==> src/hdl/drvs_pkg.sv <==
package drvs_pkg;

   localparam int VOLT_W    = 21;
   localparam int SLEW_W    = 16;
   localparam int SETTLE_W  = 10;
   localparam int CSR_IDX_W = 3;
   localparam int DIV_CNT_W = $clog2(VOLT_W);

   localparam logic [VOLT_W-1:0]   WAIT_SAT          = 21'd2000000;
   localparam logic                RST_SUPPLY        = 1'b1;
   localparam logic [VOLT_W-1:0]   RST_TRANS_UV      = 21'd750000;
   localparam logic [VOLT_W-1:0]   RST_TRANS_NEXT_UV = 21'd825000;
   localparam logic [VOLT_W-1:0]   RST_CORE_FLOOR_UV = 21'd0;
   localparam logic [SLEW_W-1:0]   RST_SLEW_UP       = 16'd10000;
   localparam logic [SLEW_W-1:0]   RST_SLEW_DOWN     = 16'd5000;
   localparam logic [SETTLE_W-1:0] RST_SETTLE_US     = 10'd8;

   typedef enum logic [CSR_IDX_W-1:0] {
      CSR_SUPPLY_PRESENT = 3'd0,
      CSR_TRANS_UV       = 3'd1,
      CSR_TRANS_NEXT_UV  = 3'd2,
      CSR_CORE_FLOOR_UV  = 3'd3,
      CSR_SLEW_UP        = 3'd4,
      CSR_SLEW_DOWN      = 3'd5,
      CSR_SETTLE_BASE_US = 3'd6
   } csr_idx_type;

   typedef enum logic [2:0] {
      ST_IDLE,
      ST_PLAN,
      ST_LOAD,
      ST_START,
      ST_DIV,
      ST_OUT
   } ctl_state_type;

   typedef enum logic [1:0] {
      STEP_PRE,
      STEP_SUP,
      STEP_CORE
   } step_type;

   typedef struct packed {
      logic                supply_present;
      logic [VOLT_W-1:0]   trans_uv;
      logic [VOLT_W-1:0]   trans_next_uv;
      logic [VOLT_W-1:0]   core_floor_uv;
      logic [SLEW_W-1:0]   slew_up;
      logic [SLEW_W-1:0]   slew_down;
      logic [SETTLE_W-1:0] settle_base_us;
   } cfg_type;

   typedef struct packed {
      logic              start;
      logic [VOLT_W-1:0] dividend;
      logic [SLEW_W-1:0] divisor;
   } div_req_type;

   typedef struct packed {
      logic              done;
      logic [VOLT_W-1:0] quot;
      logic              rem_nz;
   } div_rsp_type;

endpackage

==> src/hdl/drvs_if.sv <==
interface drvs_req_if;
   import drvs_pkg::*;
   logic              valid;
   logic              ready;
   logic [VOLT_W-1:0] target_min_uv;
   logic [VOLT_W-1:0] target_max_uv;
   modport source (output valid, target_min_uv, target_max_uv, input ready);
   modport sink (input valid, target_min_uv, target_max_uv, output ready);
endinterface

interface drvs_rsp_if;
   import drvs_pkg::*;
   logic              valid;
   logic              ready;
   logic              rail;
   logic [VOLT_W-1:0] volt_min_uv;
   logic [VOLT_W-1:0] volt_max_uv;
   logic [VOLT_W-1:0] wait_us;
   logic              last;
   modport source (output valid, rail, volt_min_uv, volt_max_uv, wait_us, last, input ready);
   modport sink (input valid, rail, volt_min_uv, volt_max_uv, wait_us, last, output ready);
endinterface

==> src/hdl/drvs_div.sv <==
module drvs_div (
   input  logic                  clock,
   input  logic                  reset,
   input  drvs_pkg::div_req_type div_req,
   output drvs_pkg::div_rsp_type div_rsp
);
   import drvs_pkg::*;

   logic                 busy_ff, busy_in;
   logic                 done_ff, done_in;
   logic [DIV_CNT_W-1:0] cnt_ff, cnt_in;
   logic [VOLT_W-1:0]    qd_ff, qd_in;
   logic [SLEW_W-1:0]    rem_ff, rem_in;
   logic [SLEW_W-1:0]    dvs_ff, dvs_in;
   logic [SLEW_W:0]      shifted;
   logic [SLEW_W:0]      trial;
   logic                 fits;

   assign shifted = {rem_ff, qd_ff[VOLT_W-1]};
   assign trial   = shifted - {1'b0, dvs_ff};
   assign fits    = shifted >= {1'b0, dvs_ff};

   always_comb begin
      busy_in = busy_ff;
      done_in = 1'b0;
      cnt_in  = cnt_ff;
      qd_in   = qd_ff;
      rem_in  = rem_ff;
      dvs_in  = dvs_ff;
      if (div_req.start) begin
         busy_in = 1'b1;
         cnt_in  = DIV_CNT_W'(VOLT_W - 1);
         qd_in   = div_req.dividend;
         rem_in  = '0;
         dvs_in  = div_req.divisor;
      end else if (busy_ff) begin
         // shift one quotient bit per cycle
         rem_in = fits ? trial[SLEW_W-1:0] : shifted[SLEW_W-1:0];
         qd_in  = {qd_ff[VOLT_W-2:0], fits};
         cnt_in = cnt_ff - 1'b1;
         if (cnt_ff == '0) begin
            busy_in = 1'b0;
            done_in = 1'b1;
         end
      end
   end

   always_ff @(posedge clock) begin
      if (reset) begin
         busy_ff <= 1'b0;
         done_ff <= 1'b0;
      end else begin
         busy_ff <= busy_in;
         done_ff <= done_in;
      end
   end

   always_ff @(posedge clock) begin
      cnt_ff <= cnt_in;
      qd_ff  <= qd_in;
      rem_ff <= rem_in;
      dvs_ff <= dvs_in;
   end

   assign div_rsp.done   = done_ff;
   assign div_rsp.quot   = qd_ff;
   assign div_rsp.rem_nz = |rem_ff;

endmodule

==> src/hdl/drvs_ctl.sv <==
module drvs_ctl (
   input  logic                  clock,
   input  logic                  reset,
   input  drvs_pkg::cfg_type     cfg,
   drvs_req_if.sink              req_bus,
   drvs_rsp_if.source            rsp_bus,
   output drvs_pkg::div_req_type div_req,
   input  drvs_pkg::div_rsp_type div_rsp
);
   import drvs_pkg::*;

   ctl_state_type     state_ff, state_in;
   step_type          step_ff, step_in;
   logic [VOLT_W-1:0] tmin_ff, tmin_in;
   logic [VOLT_W-1:0] tmax_ff, tmax_in;
   logic [VOLT_W-1:0] core_volt_ff, core_volt_in;
   logic [VOLT_W-1:0] supply_volt_ff, supply_volt_in;
   logic              sup_ff, sup_in;
   logic              cross_ff, cross_in;
   logic [VOLT_W-1:0] sup_old_ff, sup_old_in;
   logic [VOLT_W-1:0] sup_new_ff, sup_new_in;
   logic              cmd_rail_ff, cmd_rail_in;
   logic [VOLT_W-1:0] cmd_min_ff, cmd_min_in;
   logic [VOLT_W-1:0] cmd_max_ff, cmd_max_in;
   logic [VOLT_W-1:0] cmd_old_ff, cmd_old_in;
   logic              cmd_last_ff, cmd_last_in;
   logic              rsp_valid_ff, rsp_valid_in;
   logic              rsp_rail_ff, rsp_rail_in;
   logic [VOLT_W-1:0] rsp_min_ff, rsp_min_in;
   logic [VOLT_W-1:0] rsp_max_ff, rsp_max_in;
   logic [VOLT_W-1:0] rsp_wait_ff, rsp_wait_in;
   logic              rsp_last_ff, rsp_last_in;

   logic              out_free;
   logic              load_out;
   logic              start;
   logic              req_ready;
   logic              pl_pre, pl_sup, pl_cross;
   logic [VOLT_W-1:0] pl_old, pl_new;
   logic              ld_rail, ld_clamp, ld_last;
   logic [VOLT_W-1:0] ld_min, ld_max, ld_old;
   logic              rising, falling;
   logic [VOLT_W:0]   ceil_q;
   logic [VOLT_W:0]   wait_sum;
   logic [VOLT_W-1:0] wait_val;

   assign out_free = !rsp_valid_ff || rsp_bus.ready;

   always_comb begin
      state_in = state_ff;
      unique case (state_ff)
         ST_IDLE:  if (req_bus.valid) state_in = ST_PLAN;
         ST_PLAN:  state_in = ST_LOAD;
         ST_LOAD:  state_in = ST_START;
         ST_START: state_in = ST_DIV;
         ST_DIV:   if (div_rsp.done) state_in = ST_OUT;
         ST_OUT:   if (out_free) state_in = cmd_last_ff ? ST_IDLE : ST_LOAD;
         default:  state_in = ST_IDLE;
      endcase
   end

   always_comb begin
      req_ready = 1'b0;
      start     = 1'b0;
      load_out  = 1'b0;
      unique case (state_ff)
         ST_IDLE:  req_ready = 1'b1;
         ST_START: start = 1'b1;
         ST_OUT:   load_out = out_free;
         default:  ;
      endcase
   end

   // plan the supply move and the pre-move of the core
   always_comb begin
      pl_pre   = 1'b0;
      pl_sup   = 1'b0;
      pl_cross = 1'b0;
      pl_old   = supply_volt_ff;
      pl_new   = cfg.trans_next_uv;
      if (cfg.supply_present) begin
         if (tmin_ff > cfg.trans_uv && core_volt_ff > cfg.trans_uv) begin
            pl_sup = supply_volt_ff < cfg.trans_next_uv;
         end else if (tmin_ff <= cfg.trans_uv && core_volt_ff <= cfg.trans_uv) begin
            pl_sup = supply_volt_ff >= cfg.trans_next_uv;
            pl_new = cfg.trans_uv;
         end else if (tmin_ff > cfg.trans_uv) begin
            pl_pre   = core_volt_ff < cfg.trans_uv;
            pl_sup   = 1'b1;
            pl_cross = 1'b1;
            pl_old   = cfg.trans_uv;
         end else begin
            pl_pre   = 1'b1;
            pl_sup   = 1'b1;
            pl_cross = 1'b1;
            pl_old   = cfg.trans_next_uv;
            pl_new   = cfg.trans_uv;
         end
      end
   end

   // build the command of the current step
   always_comb begin
      ld_rail  = 1'b0;
      ld_clamp = 1'b1;
      ld_last  = 1'b0;
      ld_min   = cfg.trans_uv;
      ld_max   = cfg.trans_uv;
      ld_old   = core_volt_ff;
      case (step_ff)
         STEP_SUP: begin
            ld_rail  = 1'b1;
            ld_clamp = 1'b0;
            ld_min   = sup_new_ff;
            ld_max   = sup_new_ff;
            ld_old   = sup_old_ff;
         end
         STEP_CORE: begin
            ld_last = 1'b1;
            ld_min  = tmin_ff;
            ld_max  = tmax_ff;
            ld_old  = cross_ff ? cfg.trans_uv : core_volt_ff;
         end
         default: ;
      endcase
      if (ld_clamp && cfg.core_floor_uv > ld_min) begin
         ld_min = cfg.core_floor_uv;
         ld_max = cfg.core_floor_uv;
      end
   end

   assign rising  = cmd_min_ff > cmd_old_ff;
   assign falling = cmd_min_ff < cmd_old_ff;

   always_comb begin
      div_req.start    = start;
      div_req.dividend = rising ? (cmd_min_ff - cmd_old_ff) : (cmd_old_ff - cmd_min_ff);
      if (rising && cfg.slew_up != '0) begin
         div_req.divisor = cfg.slew_up;
      end else if (falling && cfg.slew_down != '0) begin
         div_req.divisor = cfg.slew_down;
      end else begin
         div_req.divisor = SLEW_W'(1);
      end
   end

   assign ceil_q   = {1'b0, div_rsp.quot} + (VOLT_W + 1)'(div_rsp.rem_nz);
   assign wait_sum = ceil_q + (VOLT_W + 1)'(cfg.settle_base_us);
   assign wait_val = (wait_sum > {1'b0, WAIT_SAT}) ? WAIT_SAT : wait_sum[VOLT_W-1:0];

   always_comb begin
      step_in        = step_ff;
      tmin_in        = tmin_ff;
      tmax_in        = tmax_ff;
      core_volt_in   = core_volt_ff;
      supply_volt_in = supply_volt_ff;
      sup_in         = sup_ff;
      cross_in       = cross_ff;
      sup_old_in     = sup_old_ff;
      sup_new_in     = sup_new_ff;
      cmd_rail_in    = cmd_rail_ff;
      cmd_min_in     = cmd_min_ff;
      cmd_max_in     = cmd_max_ff;
      cmd_old_in     = cmd_old_ff;
      cmd_last_in    = cmd_last_ff;
      rsp_valid_in   = rsp_valid_ff && !rsp_bus.ready;
      rsp_rail_in    = rsp_rail_ff;
      rsp_min_in     = rsp_min_ff;
      rsp_max_in     = rsp_max_ff;
      rsp_wait_in    = rsp_wait_ff;
      rsp_last_in    = rsp_last_ff;

      if (req_ready && req_bus.valid) begin
         tmin_in = req_bus.target_min_uv;
         tmax_in = req_bus.target_max_uv;
      end

      if (state_ff == ST_PLAN) begin
         sup_in     = pl_sup;
         cross_in   = pl_cross;
         sup_old_in = pl_old;
         sup_new_in = pl_new;
         step_in    = pl_pre ? STEP_PRE : (pl_sup ? STEP_SUP : STEP_CORE);
      end

      if (state_ff == ST_LOAD) begin
         cmd_rail_in = ld_rail;
         cmd_min_in  = ld_min;
         cmd_max_in  = ld_max;
         cmd_old_in  = ld_old;
         cmd_last_in = ld_last;
      end

      if (load_out) begin
         rsp_valid_in = 1'b1;
         rsp_rail_in  = cmd_rail_ff;
         rsp_min_in   = cmd_min_ff;
         rsp_max_in   = cmd_max_ff;
         rsp_wait_in  = wait_val;
         rsp_last_in  = cmd_last_ff;
         if (cmd_rail_ff) begin
            supply_volt_in = cmd_min_ff;
         end else begin
            core_volt_in = cmd_min_ff;
         end
         // advance to the next step
         if (step_ff == STEP_PRE && sup_ff) begin
            step_in = STEP_SUP;
         end else begin
            step_in = STEP_CORE;
         end
      end
   end

   always_ff @(posedge clock) begin
      if (reset) begin
         state_ff       <= ST_IDLE;
         step_ff        <= STEP_CORE;
         rsp_valid_ff   <= 1'b0;
         core_volt_ff   <= '0;
         supply_volt_ff <= '0;
      end else begin
         state_ff       <= state_in;
         step_ff        <= step_in;
         rsp_valid_ff   <= rsp_valid_in;
         core_volt_ff   <= core_volt_in;
         supply_volt_ff <= supply_volt_in;
      end
   end

   always_ff @(posedge clock) begin
      tmin_ff     <= tmin_in;
      tmax_ff     <= tmax_in;
      sup_ff      <= sup_in;
      cross_ff    <= cross_in;
      sup_old_ff  <= sup_old_in;
      sup_new_ff  <= sup_new_in;
      cmd_rail_ff <= cmd_rail_in;
      cmd_min_ff  <= cmd_min_in;
      cmd_max_ff  <= cmd_max_in;
      cmd_old_ff  <= cmd_old_in;
      cmd_last_ff <= cmd_last_in;
      rsp_rail_ff <= rsp_rail_in;
      rsp_min_ff  <= rsp_min_in;
      rsp_max_ff  <= rsp_max_in;
      rsp_wait_ff <= rsp_wait_in;
      rsp_last_ff <= rsp_last_in;
   end

   assign req_bus.ready       = req_ready;
   assign rsp_bus.valid       = rsp_valid_ff;
   assign rsp_bus.rail        = rsp_rail_ff;
   assign rsp_bus.volt_min_uv = rsp_min_ff;
   assign rsp_bus.volt_max_uv = rsp_max_ff;
   assign rsp_bus.wait_us     = rsp_wait_ff;
   assign rsp_bus.last        = rsp_last_ff;

endmodule

==> src/hdl/dual_rail_voltage_sequencer_unit.sv <==
// Dual-rail voltage sequencer.
// req_bus takes one voltage request (target_min_uv, target_max_uv) per
// transaction; rsp_bus returns one to three set-voltage commands for it,
// core pre-move, supply move, final core move, in that order, the final
// one flagged with last. csr_we/csr_index/csr_wdata write the settings;
// write them only while no request is in flight.
// Each command passes through the load and start steps, the bit-serial
// slew divider (one quotient bit per cycle over 21 bits) and the output
// step. A request passes through the idle and plan states, then these
// steps once per command; req_bus.ready stays low until the last command is
// in the output register. One request is in work at a time.
// Reset clears both tracked rail voltages to 0 and loads the default
// settings. When the receiver holds rsp_bus.ready low, the finished
// command waits in the output register and the next command stalls
// before entering it.
module dual_rail_voltage_sequencer_unit (
   input  logic                             clock,
   input  logic                             reset,
   drvs_req_if.sink                         req_bus,
   drvs_rsp_if.source                       rsp_bus,
   input  logic                             csr_we,
   input  logic [drvs_pkg::CSR_IDX_W-1:0]   csr_index,
   input  logic [drvs_pkg::VOLT_W-1:0]      csr_wdata
);
   import drvs_pkg::*;

   cfg_type     cfg_ff, cfg_in;
   div_req_type div_req;
   div_rsp_type div_rsp;

   always_comb begin
      cfg_in = cfg_ff;
      if (csr_we) begin
         unique case (csr_index)
            CSR_SUPPLY_PRESENT: cfg_in.supply_present = csr_wdata[0];
            CSR_TRANS_UV:       cfg_in.trans_uv       = csr_wdata;
            CSR_TRANS_NEXT_UV:  cfg_in.trans_next_uv  = csr_wdata;
            CSR_CORE_FLOOR_UV:  cfg_in.core_floor_uv  = csr_wdata;
            CSR_SLEW_UP:        cfg_in.slew_up        = csr_wdata[SLEW_W-1:0];
            CSR_SLEW_DOWN:      cfg_in.slew_down      = csr_wdata[SLEW_W-1:0];
            CSR_SETTLE_BASE_US: cfg_in.settle_base_us = csr_wdata[SETTLE_W-1:0];
            default:            cfg_in = cfg_ff;
         endcase
      end
   end

   always_ff @(posedge clock) begin
      if (reset) begin
         cfg_ff.supply_present <= RST_SUPPLY;
         cfg_ff.trans_uv       <= RST_TRANS_UV;
         cfg_ff.trans_next_uv  <= RST_TRANS_NEXT_UV;
         cfg_ff.core_floor_uv  <= RST_CORE_FLOOR_UV;
         cfg_ff.slew_up        <= RST_SLEW_UP;
         cfg_ff.slew_down      <= RST_SLEW_DOWN;
         cfg_ff.settle_base_us <= RST_SETTLE_US;
      end else begin
         cfg_ff <= cfg_in;
      end
   end

   drvs_div u_div (
      .clock   (clock),
      .reset   (reset),
      .div_req (div_req),
      .div_rsp (div_rsp)
   );

   drvs_ctl u_ctl (
      .clock   (clock),
      .reset   (reset),
      .cfg     (cfg_ff),
      .req_bus (req_bus),
      .rsp_bus (rsp_bus),
      .div_req (div_req),
      .div_rsp (div_rsp)
   );

   a_busy_after_accept: assert property (@(posedge clock) disable iff (reset)
      req_bus.valid && req_bus.ready |=> !req_bus.ready)
      else $error("request taken while previous one in work");

   a_div_not_instant: assert property (@(posedge clock) disable iff (reset)
      div_req.start |=> !div_rsp.done)
      else $error("divider finished in one cycle");

   a_supply_not_last: assert property (@(posedge clock) disable iff (reset)
      rsp_bus.valid && rsp_bus.rail |-> !rsp_bus.last)
      else $error("supply command flagged as final");

   a_wait_saturates: assert property (@(posedge clock) disable iff (reset)
      rsp_bus.valid |-> rsp_bus.wait_us <= WAIT_SAT)
      else $error("wait beyond saturation limit");

endmodule

==> src/flat_wrapper.sv <==
// flat-port wrapper written by rule: the top's interface ports become plain ports
module dual_rail_voltage_sequencer_unit_flat import drvs_pkg::*;
  (clock, reset, csr_we, csr_index, csr_wdata, req_bus_valid, req_bus_target_min_uv, req_bus_target_max_uv, req_bus_ready, rsp_bus_valid, rsp_bus_rail, rsp_bus_volt_min_uv, rsp_bus_volt_max_uv, rsp_bus_wait_us, rsp_bus_last, rsp_bus_ready);
  drvs_req_if req_bus_i ();
  drvs_rsp_if rsp_bus_i ();
  input  logic clock;
  input  logic reset;
  input  logic csr_we;
  input  logic [drvs_pkg::CSR_IDX_W-1:0] csr_index;
  input  logic [drvs_pkg::VOLT_W-1:0] csr_wdata;
  input wire logic [$bits(req_bus_i.valid)-1:0] req_bus_valid;
  input wire logic [$bits(req_bus_i.target_min_uv)-1:0] req_bus_target_min_uv;
  input wire logic [$bits(req_bus_i.target_max_uv)-1:0] req_bus_target_max_uv;
  output wire logic [$bits(req_bus_i.ready)-1:0] req_bus_ready;
  output wire logic [$bits(rsp_bus_i.valid)-1:0] rsp_bus_valid;
  output wire logic [$bits(rsp_bus_i.rail)-1:0] rsp_bus_rail;
  output wire logic [$bits(rsp_bus_i.volt_min_uv)-1:0] rsp_bus_volt_min_uv;
  output wire logic [$bits(rsp_bus_i.volt_max_uv)-1:0] rsp_bus_volt_max_uv;
  output wire logic [$bits(rsp_bus_i.wait_us)-1:0] rsp_bus_wait_us;
  output wire logic [$bits(rsp_bus_i.last)-1:0] rsp_bus_last;
  input wire logic [$bits(rsp_bus_i.ready)-1:0] rsp_bus_ready;
  assign req_bus_i.valid = req_bus_valid;
  assign req_bus_i.target_min_uv = req_bus_target_min_uv;
  assign req_bus_i.target_max_uv = req_bus_target_max_uv;
  assign req_bus_ready = req_bus_i.ready;
  assign rsp_bus_valid = rsp_bus_i.valid;
  assign rsp_bus_rail = rsp_bus_i.rail;
  assign rsp_bus_volt_min_uv = rsp_bus_i.volt_min_uv;
  assign rsp_bus_volt_max_uv = rsp_bus_i.volt_max_uv;
  assign rsp_bus_wait_us = rsp_bus_i.wait_us;
  assign rsp_bus_last = rsp_bus_i.last;
  assign rsp_bus_i.ready = rsp_bus_ready;
  dual_rail_voltage_sequencer_unit u_core (.clock(clock), .reset(reset), .req_bus(req_bus_i), .rsp_bus(rsp_bus_i), .csr_we(csr_we), .csr_index(csr_index), .csr_wdata(csr_wdata));
endmodule
==> config.mk <==
export PLATFORM = sky130hd
export DESIGN_NAME = dual_rail_voltage_sequencer_unit_flat
export DESIGN_NICKNAME = d
export VERILOG_FILES = /design/src/hdl/drvs_pkg.sv /design/src/hdl/drvs_if.sv /design/src/hdl/drvs_div.sv /design/src/hdl/drvs_ctl.sv /design/src/hdl/dual_rail_voltage_sequencer_unit.sv /design/src/flat_wrapper.sv
export SDC_FILE = /design/constraint.sdc
export NUM_CORES = 1
export LEC_CHECK = 0
export ABC_AREA = 1
export BUFFER_PORTS_ARGS = -buffer_cell sky130_fd_sc_hd__buf_4
export CAP_MARGIN = 20
export CORE_MARGIN = 2
export CORE_UTILIZATION = 45
export DETAILED_ROUTE_END_ITERATION = 12
export RECOVER_POWER = 25
export REMOVE_ABC_BUFFERS = 1
export SLEW_MARGIN = 20
export SYNTH_ARGS = -nofsm -noshare
export SYNTH_HDL_FRONTEND = slang
export SYNTH_SLANG_ARGS = --single-unit
==> constraint.sdc <==
create_clock -name clock -period 8.1 [get_ports clock]
set_input_delay 1.215 -clock clock [delete_from_list [all_inputs] [get_ports clock]]
set_output_delay 1.215 -clock clock [all_outputs]
set_load 0.01 [all_outputs]
==> flow_metrics.tcl, run 1 <==
set metrics [dict create \
    drive_gt1_frac 0.0955 \
    cellLeakagePower_nw 11.6 \
    fp.dieH_um 232 \
    design_area_um2 26700 \
    synth_area_leaders "edfxtp_1 32%, dfxtp_1 15%, nand2_1 10%, ha_1 8.2%, o21ai_0 7.1%" \
    min_period_over_period 0.653 \
    slew_headroom -1.07 \
    cts_buffer_depth 3 \
    vias 19600 \
    placed_area_um2 25100 \
    nets 3145 \
    syn_area_um2 23500 \
    wl_um 69400 \
    drtIter0Drc 1533 \
    cts_hold_buf 0 \
    setup_viol 0 \
    placementRows 83 \
    worst_slack_ps 2810 \
    power_density_nw_per_um2 311 \
    antenna_found_initial 0 \
    synth.distinct_cells 53 \
    port_buffers 137 \
    ys_warn_count 0 \
    crit_type "reg2reg" \
    slew_viol_final 188 \
    pre_cts_slack_ps 3850 \
    areaGrowthSynthToFinish_pct 13.5 \
    post_cts.repair.setup_buffers 0 \
    p_int_mw 5.14 \
    rsz0062_at_grt "false" \
    cts_made_buffers 48 \
    power_switching_mw 3.16 \
    drt-wirelength-per-cell_um 19.1 \
    finalCriticalPeriod_ps 5290 \
    core_um2 51500 \
    grt_pass1_wl_um 107000 \
    fin_skew_ps 39.2 \
    synth_top_area_frac 0.323 \
    place_hpwl_um 50900 \
    hold_viol 0 \
    hold_path_class "reg2reg" \
    drc 0 \
    cts_tree "built" \
    required_ps 8440 \
    worstSetupEndpointType "flop" \
    p_comb_frac 0.347 \
    diodes 0 \
    crit_path_max_fanout 60 \
    grt_use_total 0.257 \
    crit_arrival_ps 5620 \
    crit_path_start_kind "flop" \
    grt_max_degree 119 \
    max_freq_mhz 189 \
    status "finished with violations" \
    violations "capacitance limit, slew limit" \
    die_area_um2 54000 \
    synthArstFlopShare 0 \
    gp_congestion 0.935 \
    clk_pin_slew_ps 60 \
    synthesis.instances 2824 \
    grt_pass1_vias 18800 \
    antenna_left 0 \
    start_util 0.456 \
    firstDrtPassIters 6 \
    r2r_slack_ps 2810 \
    gr-total-overflow 0 \
    reg2reg_depth 15 \
    synth_edf_count 253 \
    synth_top_flop_cell "edfxtp_1" \
    clockRootBuffer "clkbuf_16" \
    maxCapViolCount 4 \
    die_w_um 232 \
    min_to "u_core.u_ctl.rsp_bus.volt_max_uv[2]" \
    fin_tns_setup_ps 0 \
    clockPowerShare 0.274 \
    seq_power_share 0.379 \
    ios 138 \
    r2r_end "u_core.u_ctl.cmd_max_ff[16]" \
    reg2reg_from "u_core.u_ctl.step_ff[0]" \
    n_fill_cell 4929 \
    cts_max_level 2 \
    synth.avg_cell_area_um2 8.32 \
    ctsResizeCount 0 \
    clock_latency_ps 620 \
    synth.largest_area_cell "edfxtp_1" \
    swShare 0.381 \
    ys_ff_latch 430 \
    hold-path-cell-count 0 \
    peakVddDrop_uv 194 \
    hp-start "u_core.u_ctl.cmd_max_ff[2]" \
    clock_sinks 430 \
    tightest_slew_ps 3100 \
    yosysSeqAreaShare 0.474 \
    vias_per_cell 5.40 \
    p_total_mw 8.30 \
]
synth_stat cells, types with 8 or more instances:
master,instances
ha_1,154
buf_2,10
o211ai_1,27
a22oi_1,14
o21ai_1,20
o21ai_0,335
buf_1,9
xor2_1,39
dfxtp_1,177
a21oi_1,241
a21o_1,11
nand3b_1,14
nand4_1,16
a31oi_1,8
nor2_1,171
edfxtp_1,253
nor3_1,20
o22ai_1,23
nand2_2,14
nand3_1,95
nor4_1,16
xnor2_1,19
clkbuf_1,80
nand2_1,647
inv_1,331
placed cells by master, fill, tap and decap left out, types with 15 or more instances in the layout:
| cell | instances |
|---|---|
| dfxtp_1 | 177 |
| o21ai_1 | 20 |
| a21oi_1 | 241 |
| nand2_2 | 15 |
| inv_1 | 330 |
| xnor2_1 | 19 |
| clkbuf_4 | 42 |
| edfxtp_1 | 253 |
| o21ai_0 | 335 |
| nor2_1 | 168 |
| buf_4 | 109 |
| ha_1 | 152 |
| o22ai_1 | 23 |
| nand4_1 | 16 |
| o211ai_1 | 27 |
| nor3_1 | 18 |
| clkbuf_16 | 49 |
| nand2_1 | 646 |
| nand3_1 | 95 |
| nor4_1 | 16 |
| xor2_1 | 39 |
sequential cells by signal, summed over array words and instances (netlist names), 21 cells and up:
register,count
u_core.cfg_ff,106
u_core.u_ctl.cmd_max_ff,21
u_core.u_ctl.cmd_min_ff,21
u_core.u_ctl.cmd_old_ff,21
u_core.u_ctl.core_volt_ff,21
u_core.u_ctl.rsp_bus.volt_max_uv,21
u_core.u_ctl.rsp_bus.volt_min_uv,21
u_core.u_ctl.rsp_bus.wait_us,21
u_core.u_ctl.sup_new_ff,21
u_core.u_ctl.sup_old_ff,21
u_core.u_ctl.supply_volt_ff,21
u_core.u_ctl.tmax_ff,21
u_core.u_ctl.tmin_ff,21
u_core.u_div.qd_ff,21
power by group through the flow:
stage	clock network (mW)	registers, mW	logic (mW)
3_3_place_gp	0	3.17	2.81
6_report	2.27	3.15	2.88
5_1_grt	2.40	3.18	3.24
4_1_cts	2.31	3.13	2.87
3_5_place_dp	0	3.17	2.86
2_1_floorplan	0	3.10	1.93
worst max-delay path by stage:
| stage | from | depth (start not counted) | to | slack [ps] |
|---|---|---|---|---|
| after global placement | u_core.u_ctl.step_ff[1] | 14 | u_core.u_ctl.cmd_min_ff[17] | 3980 |
| final | u_core.u_ctl.step_ff[0] | 15 | u_core.u_ctl.cmd_max_ff[16] | 2810 |
| after floorplan | u_core.u_ctl.state_ff[1] | 4 | u_core.u_ctl.state_ff[1] | 2550 |
| after global routing | u_core.u_ctl.step_ff[0] | 16 | u_core.u_ctl.cmd_min_ff[2] | 2520 |
| after CTS | u_core.u_ctl.step_ff[0] | 14 | u_core.u_ctl.cmd_max_ff[15] | 3820 |
| after detailed placement | u_core.u_ctl.step_ff[1] | 13 | u_core.u_ctl.cmd_max_ff[15] | 3850 |
area by class of cell:
cell class                 count  area [um^2]  area share
clock inverter                27          315      0.0118
tap                          680          851      0.0319
clock buffer                  62         1330      0.0497
sequential                   430        11100       0.418
inverter                     338         1270      0.0477
timing repair buffer         158         1170      0.0438
multi-input combinational   1939        10600       0.397
per-stage QoR:
| step | hold slack (ps) | util | std cells |
|---|---|---|---|
| 2_1_floorplan | 400 | - | 2707 |
| 3_3_place_gp | 422 | 0.486 | 3545 |
| 3_5_place_dp | 405 | 0.486 | 3545 |
| 4_1_cts | 420 | 0.518 | 3634 |
| 5_1_grt | 426 | 0.518 | 3634 |
| 6_report | 422 | 0.518 | 3634 |
worst max-delay path, stage by stage (launching register included):
cell      delay [ps]
dfxtp_1          330
inv_1             90
ha_2             160
clkbuf_1        1760
nand2_1          130
o21ai_0          180
a21oi_1          120
ha_1             340
nand2_1          150
nor3_1           550
o211ai_1         180
nand3_1          120
nand2_1          110
inv_1             80
buf_4            460
o21ai_0          200
logic make-up after synthesis:
family / synth area share
fa+ha+maj: 0.0863
simple gates: 0.180
buf+inv: 0.0761
xor+xnor: 0.0216
compound gates: 0.162
flops: 0.474
routing by layer:
metal	vias to the layer above	part of all wire	global-route usage
li1	9683	-	-
met1	9283	0.44	0.341
met2	540	0.48	0.434
met3	112	0.049	0.0320
met4	0	0.029	0.0832
met5	-	0	0
No activity file was read; power rests on OpenSTA's default activity.
==> run 2: changes to the inputs <==
- clock period: 8.1 -> 5.5 ns (I/O delays scaled with it)
==> flow_metrics.tcl, run 2 (synthesized netlist as in run 1, its figures left out) <==
set metrics [dict create \
    fin_skew_ps 26.6 \
    max_freq_mhz 237 \
    finalCriticalPeriod_ps 4220 \
    cp_slowest_stage_delay_ps 1940 \
    reg2reg_depth 14 \
    start_util 0.456 \
    core_um2 51500 \
    hold-path-cell-count 1 \
    required_ps 5970 \
    setup_viol 0 \
    peakVddDrop_uv 278 \
    crit_chain "clkbuf_1, clkinvlp_2, buf_4, o21ai_0, a21oi_1" \
    clk_pin_slew_ps 60 \
    critPathBufInv 3 \
    drt-wirelength-per-cell_um 19.1 \
    clockPowerShare 0.277 \
    cts_tree "built" \
    cts_hold_buf 0 \
    hold_viol 0 \
    drc 0 \
    cts_made_buffers 48 \
    seq_power_share 0.376 \
    p_total_mw 12.3 \
    drtIter0Drc 1635 \
    regMostFlops "u_core.cfg_ff" \
    power_switching_mw 4.65 \
    cellLeakagePower_nw 11.6 \
    diodes 0 \
    placed_area_um2 25100 \
    port_buffers 137 \
    status "finished with violations" \
    mostFrequentLayoutCell "nand2_1" \
    grt_use_total 0.256 \
    largest_register_ff_count 106 \
    r2r_slack_ps 1340 \
    nets 3145 \
    design_area_um2 26700 \
    place_hpwl_um 51100 \
    firstDrtPassIters 6 \
    path_depth 5 \
    cts_max_level 2 \
    worstSetupEndpointType "flop" \
    crit_arrival_ps 4690 \
    slew_headroom -1.10 \
    p_int_mw 7.67 \
    cp_slowest_cell "clkinvlp_2" \
    cts_buffer_depth 3 \
    layout_common_cells "646 x nand2_1, 335 x o21ai_0, 330 x inv_1" \
    violations "capacitance limit, slew limit" \
    swShare 0.377 \
    fp.dieH_um 232 \
    power_density_nw_per_um2 461 \
    placementRows 83 \
    crit_path_max_fanout 82 \
    clock_sinks 430 \
    drive_gt1_frac 0.0968 \
    fin_tns_setup_ps 0 \
    grt_pass1_vias 19000 \
    rsz0062_at_grt "false" \
    ios 138 \
    post_cts.repair.setup_buffers 0 \
    die_area_um2 54000 \
    antenna_found_initial 1 \
    clock_latency_ps 610 \
    vias_per_cell 5.44 \
    tightest_slew_ps 3150 \
    min_period_over_period 0.767 \
    hold_path_class "in2reg" \
    grt_max_degree 83 \
    areaGrowthSynthToFinish_pct 13.8 \
    crit_path_start_kind "input pin" \
    vias 19800 \
    maxCapViolCount 4 \
    gr-total-overflow 0 \
    grt_pass1_wl_um 107000 \
    crit_type "in2reg" \
    clockRootBuffer "clkbuf_16" \
    wl_um 69600 \
    p_comb_frac 0.347 \
    antenna_left 0 \
    critPathTopFamily "buffers and inverters" \
    slew_viol_final 213 \
    gp_congestion 0.917 \
    ctsResizeCount 0 \
    die_w_um 232 \
]
[run 2: cell types whose count changed in the layout (fill, tap and decap cells not counted), sizes merged]
cell      change
inv           -1
clkinv        -4
buf           +1
bufinv        -1
clkinvlp      -1
clkbuf        +7
[run 2: worst paths after layout]
path	from	endpoint
max	reset	u_core.cfg_ff[60]
min	req_bus_target_min_uv[16]	u_core.u_ctl.tmin_ff[16]
max reg2reg	u_core.u_ctl.step_ff[0]	u_core.u_ctl.cmd_max_ff[13]
min reg2reg	u_core.u_ctl.cmd_max_ff[4]	u_core.u_ctl.rsp_bus.volt_max_uv[4]
[run 2: area by class of cell]
| type | count | area, um^2 |
|---|---|---|
| clock buffers | 70 | 1460 |
| clock inverters | 20 | 243 |
| fillers | 4937 | 24800 |
| inverters | 338 | 1270 |
| multi-input cells | 1939 | 10600 |
| flip-flops and latches | 430 | 11100 |
| well taps | 680 | 851 |
| repair buffers | 158 | 1180 |
[run 2: per-layer routing]
| metal | vias up | track usage | part of all wire |
|---|---|---|---|
| met5 | - | 0 | 0 |
| met4 | 0 | 0.0784 | 0.025 |
| met3 | 100 | 0.0315 | 0.051 |
| met2 | 619 | 0.437 | 0.48 |
| met1 | 9372 | 0.339 | 0.44 |
| li1 | 9681 | - | - |
[run 2: power by group through the flow]
| stage | clock [mW] | sequential, mW | combinational (mW) |
|---|---|---|---|
| 2_1_floorplan | 0 | 4.56 | 2.84 |
| 3_3_place_gp | 0 | 4.67 | 4.17 |
| 3_5_place_dp | 0 | 4.67 | 4.25 |
| 4_1_cts | 3.48 | 4.61 | 4.27 |
| 5_1_grt | 3.60 | 4.69 | 4.79 |
| 6_report | 3.41 | 4.64 | 4.27 |
[run 2: through the flow]
step                setup WS (ps)  utilization  hold slack, ps  std cells
global placement             1510        0.487             409       3545
CTS                          1360        0.520             365       3635
floorplan                   -47.2            -             400       2707
finish                       1280        0.519             415       3635
detailed placement           1370        0.487             408       3545
global route                  952        0.519             394       3635
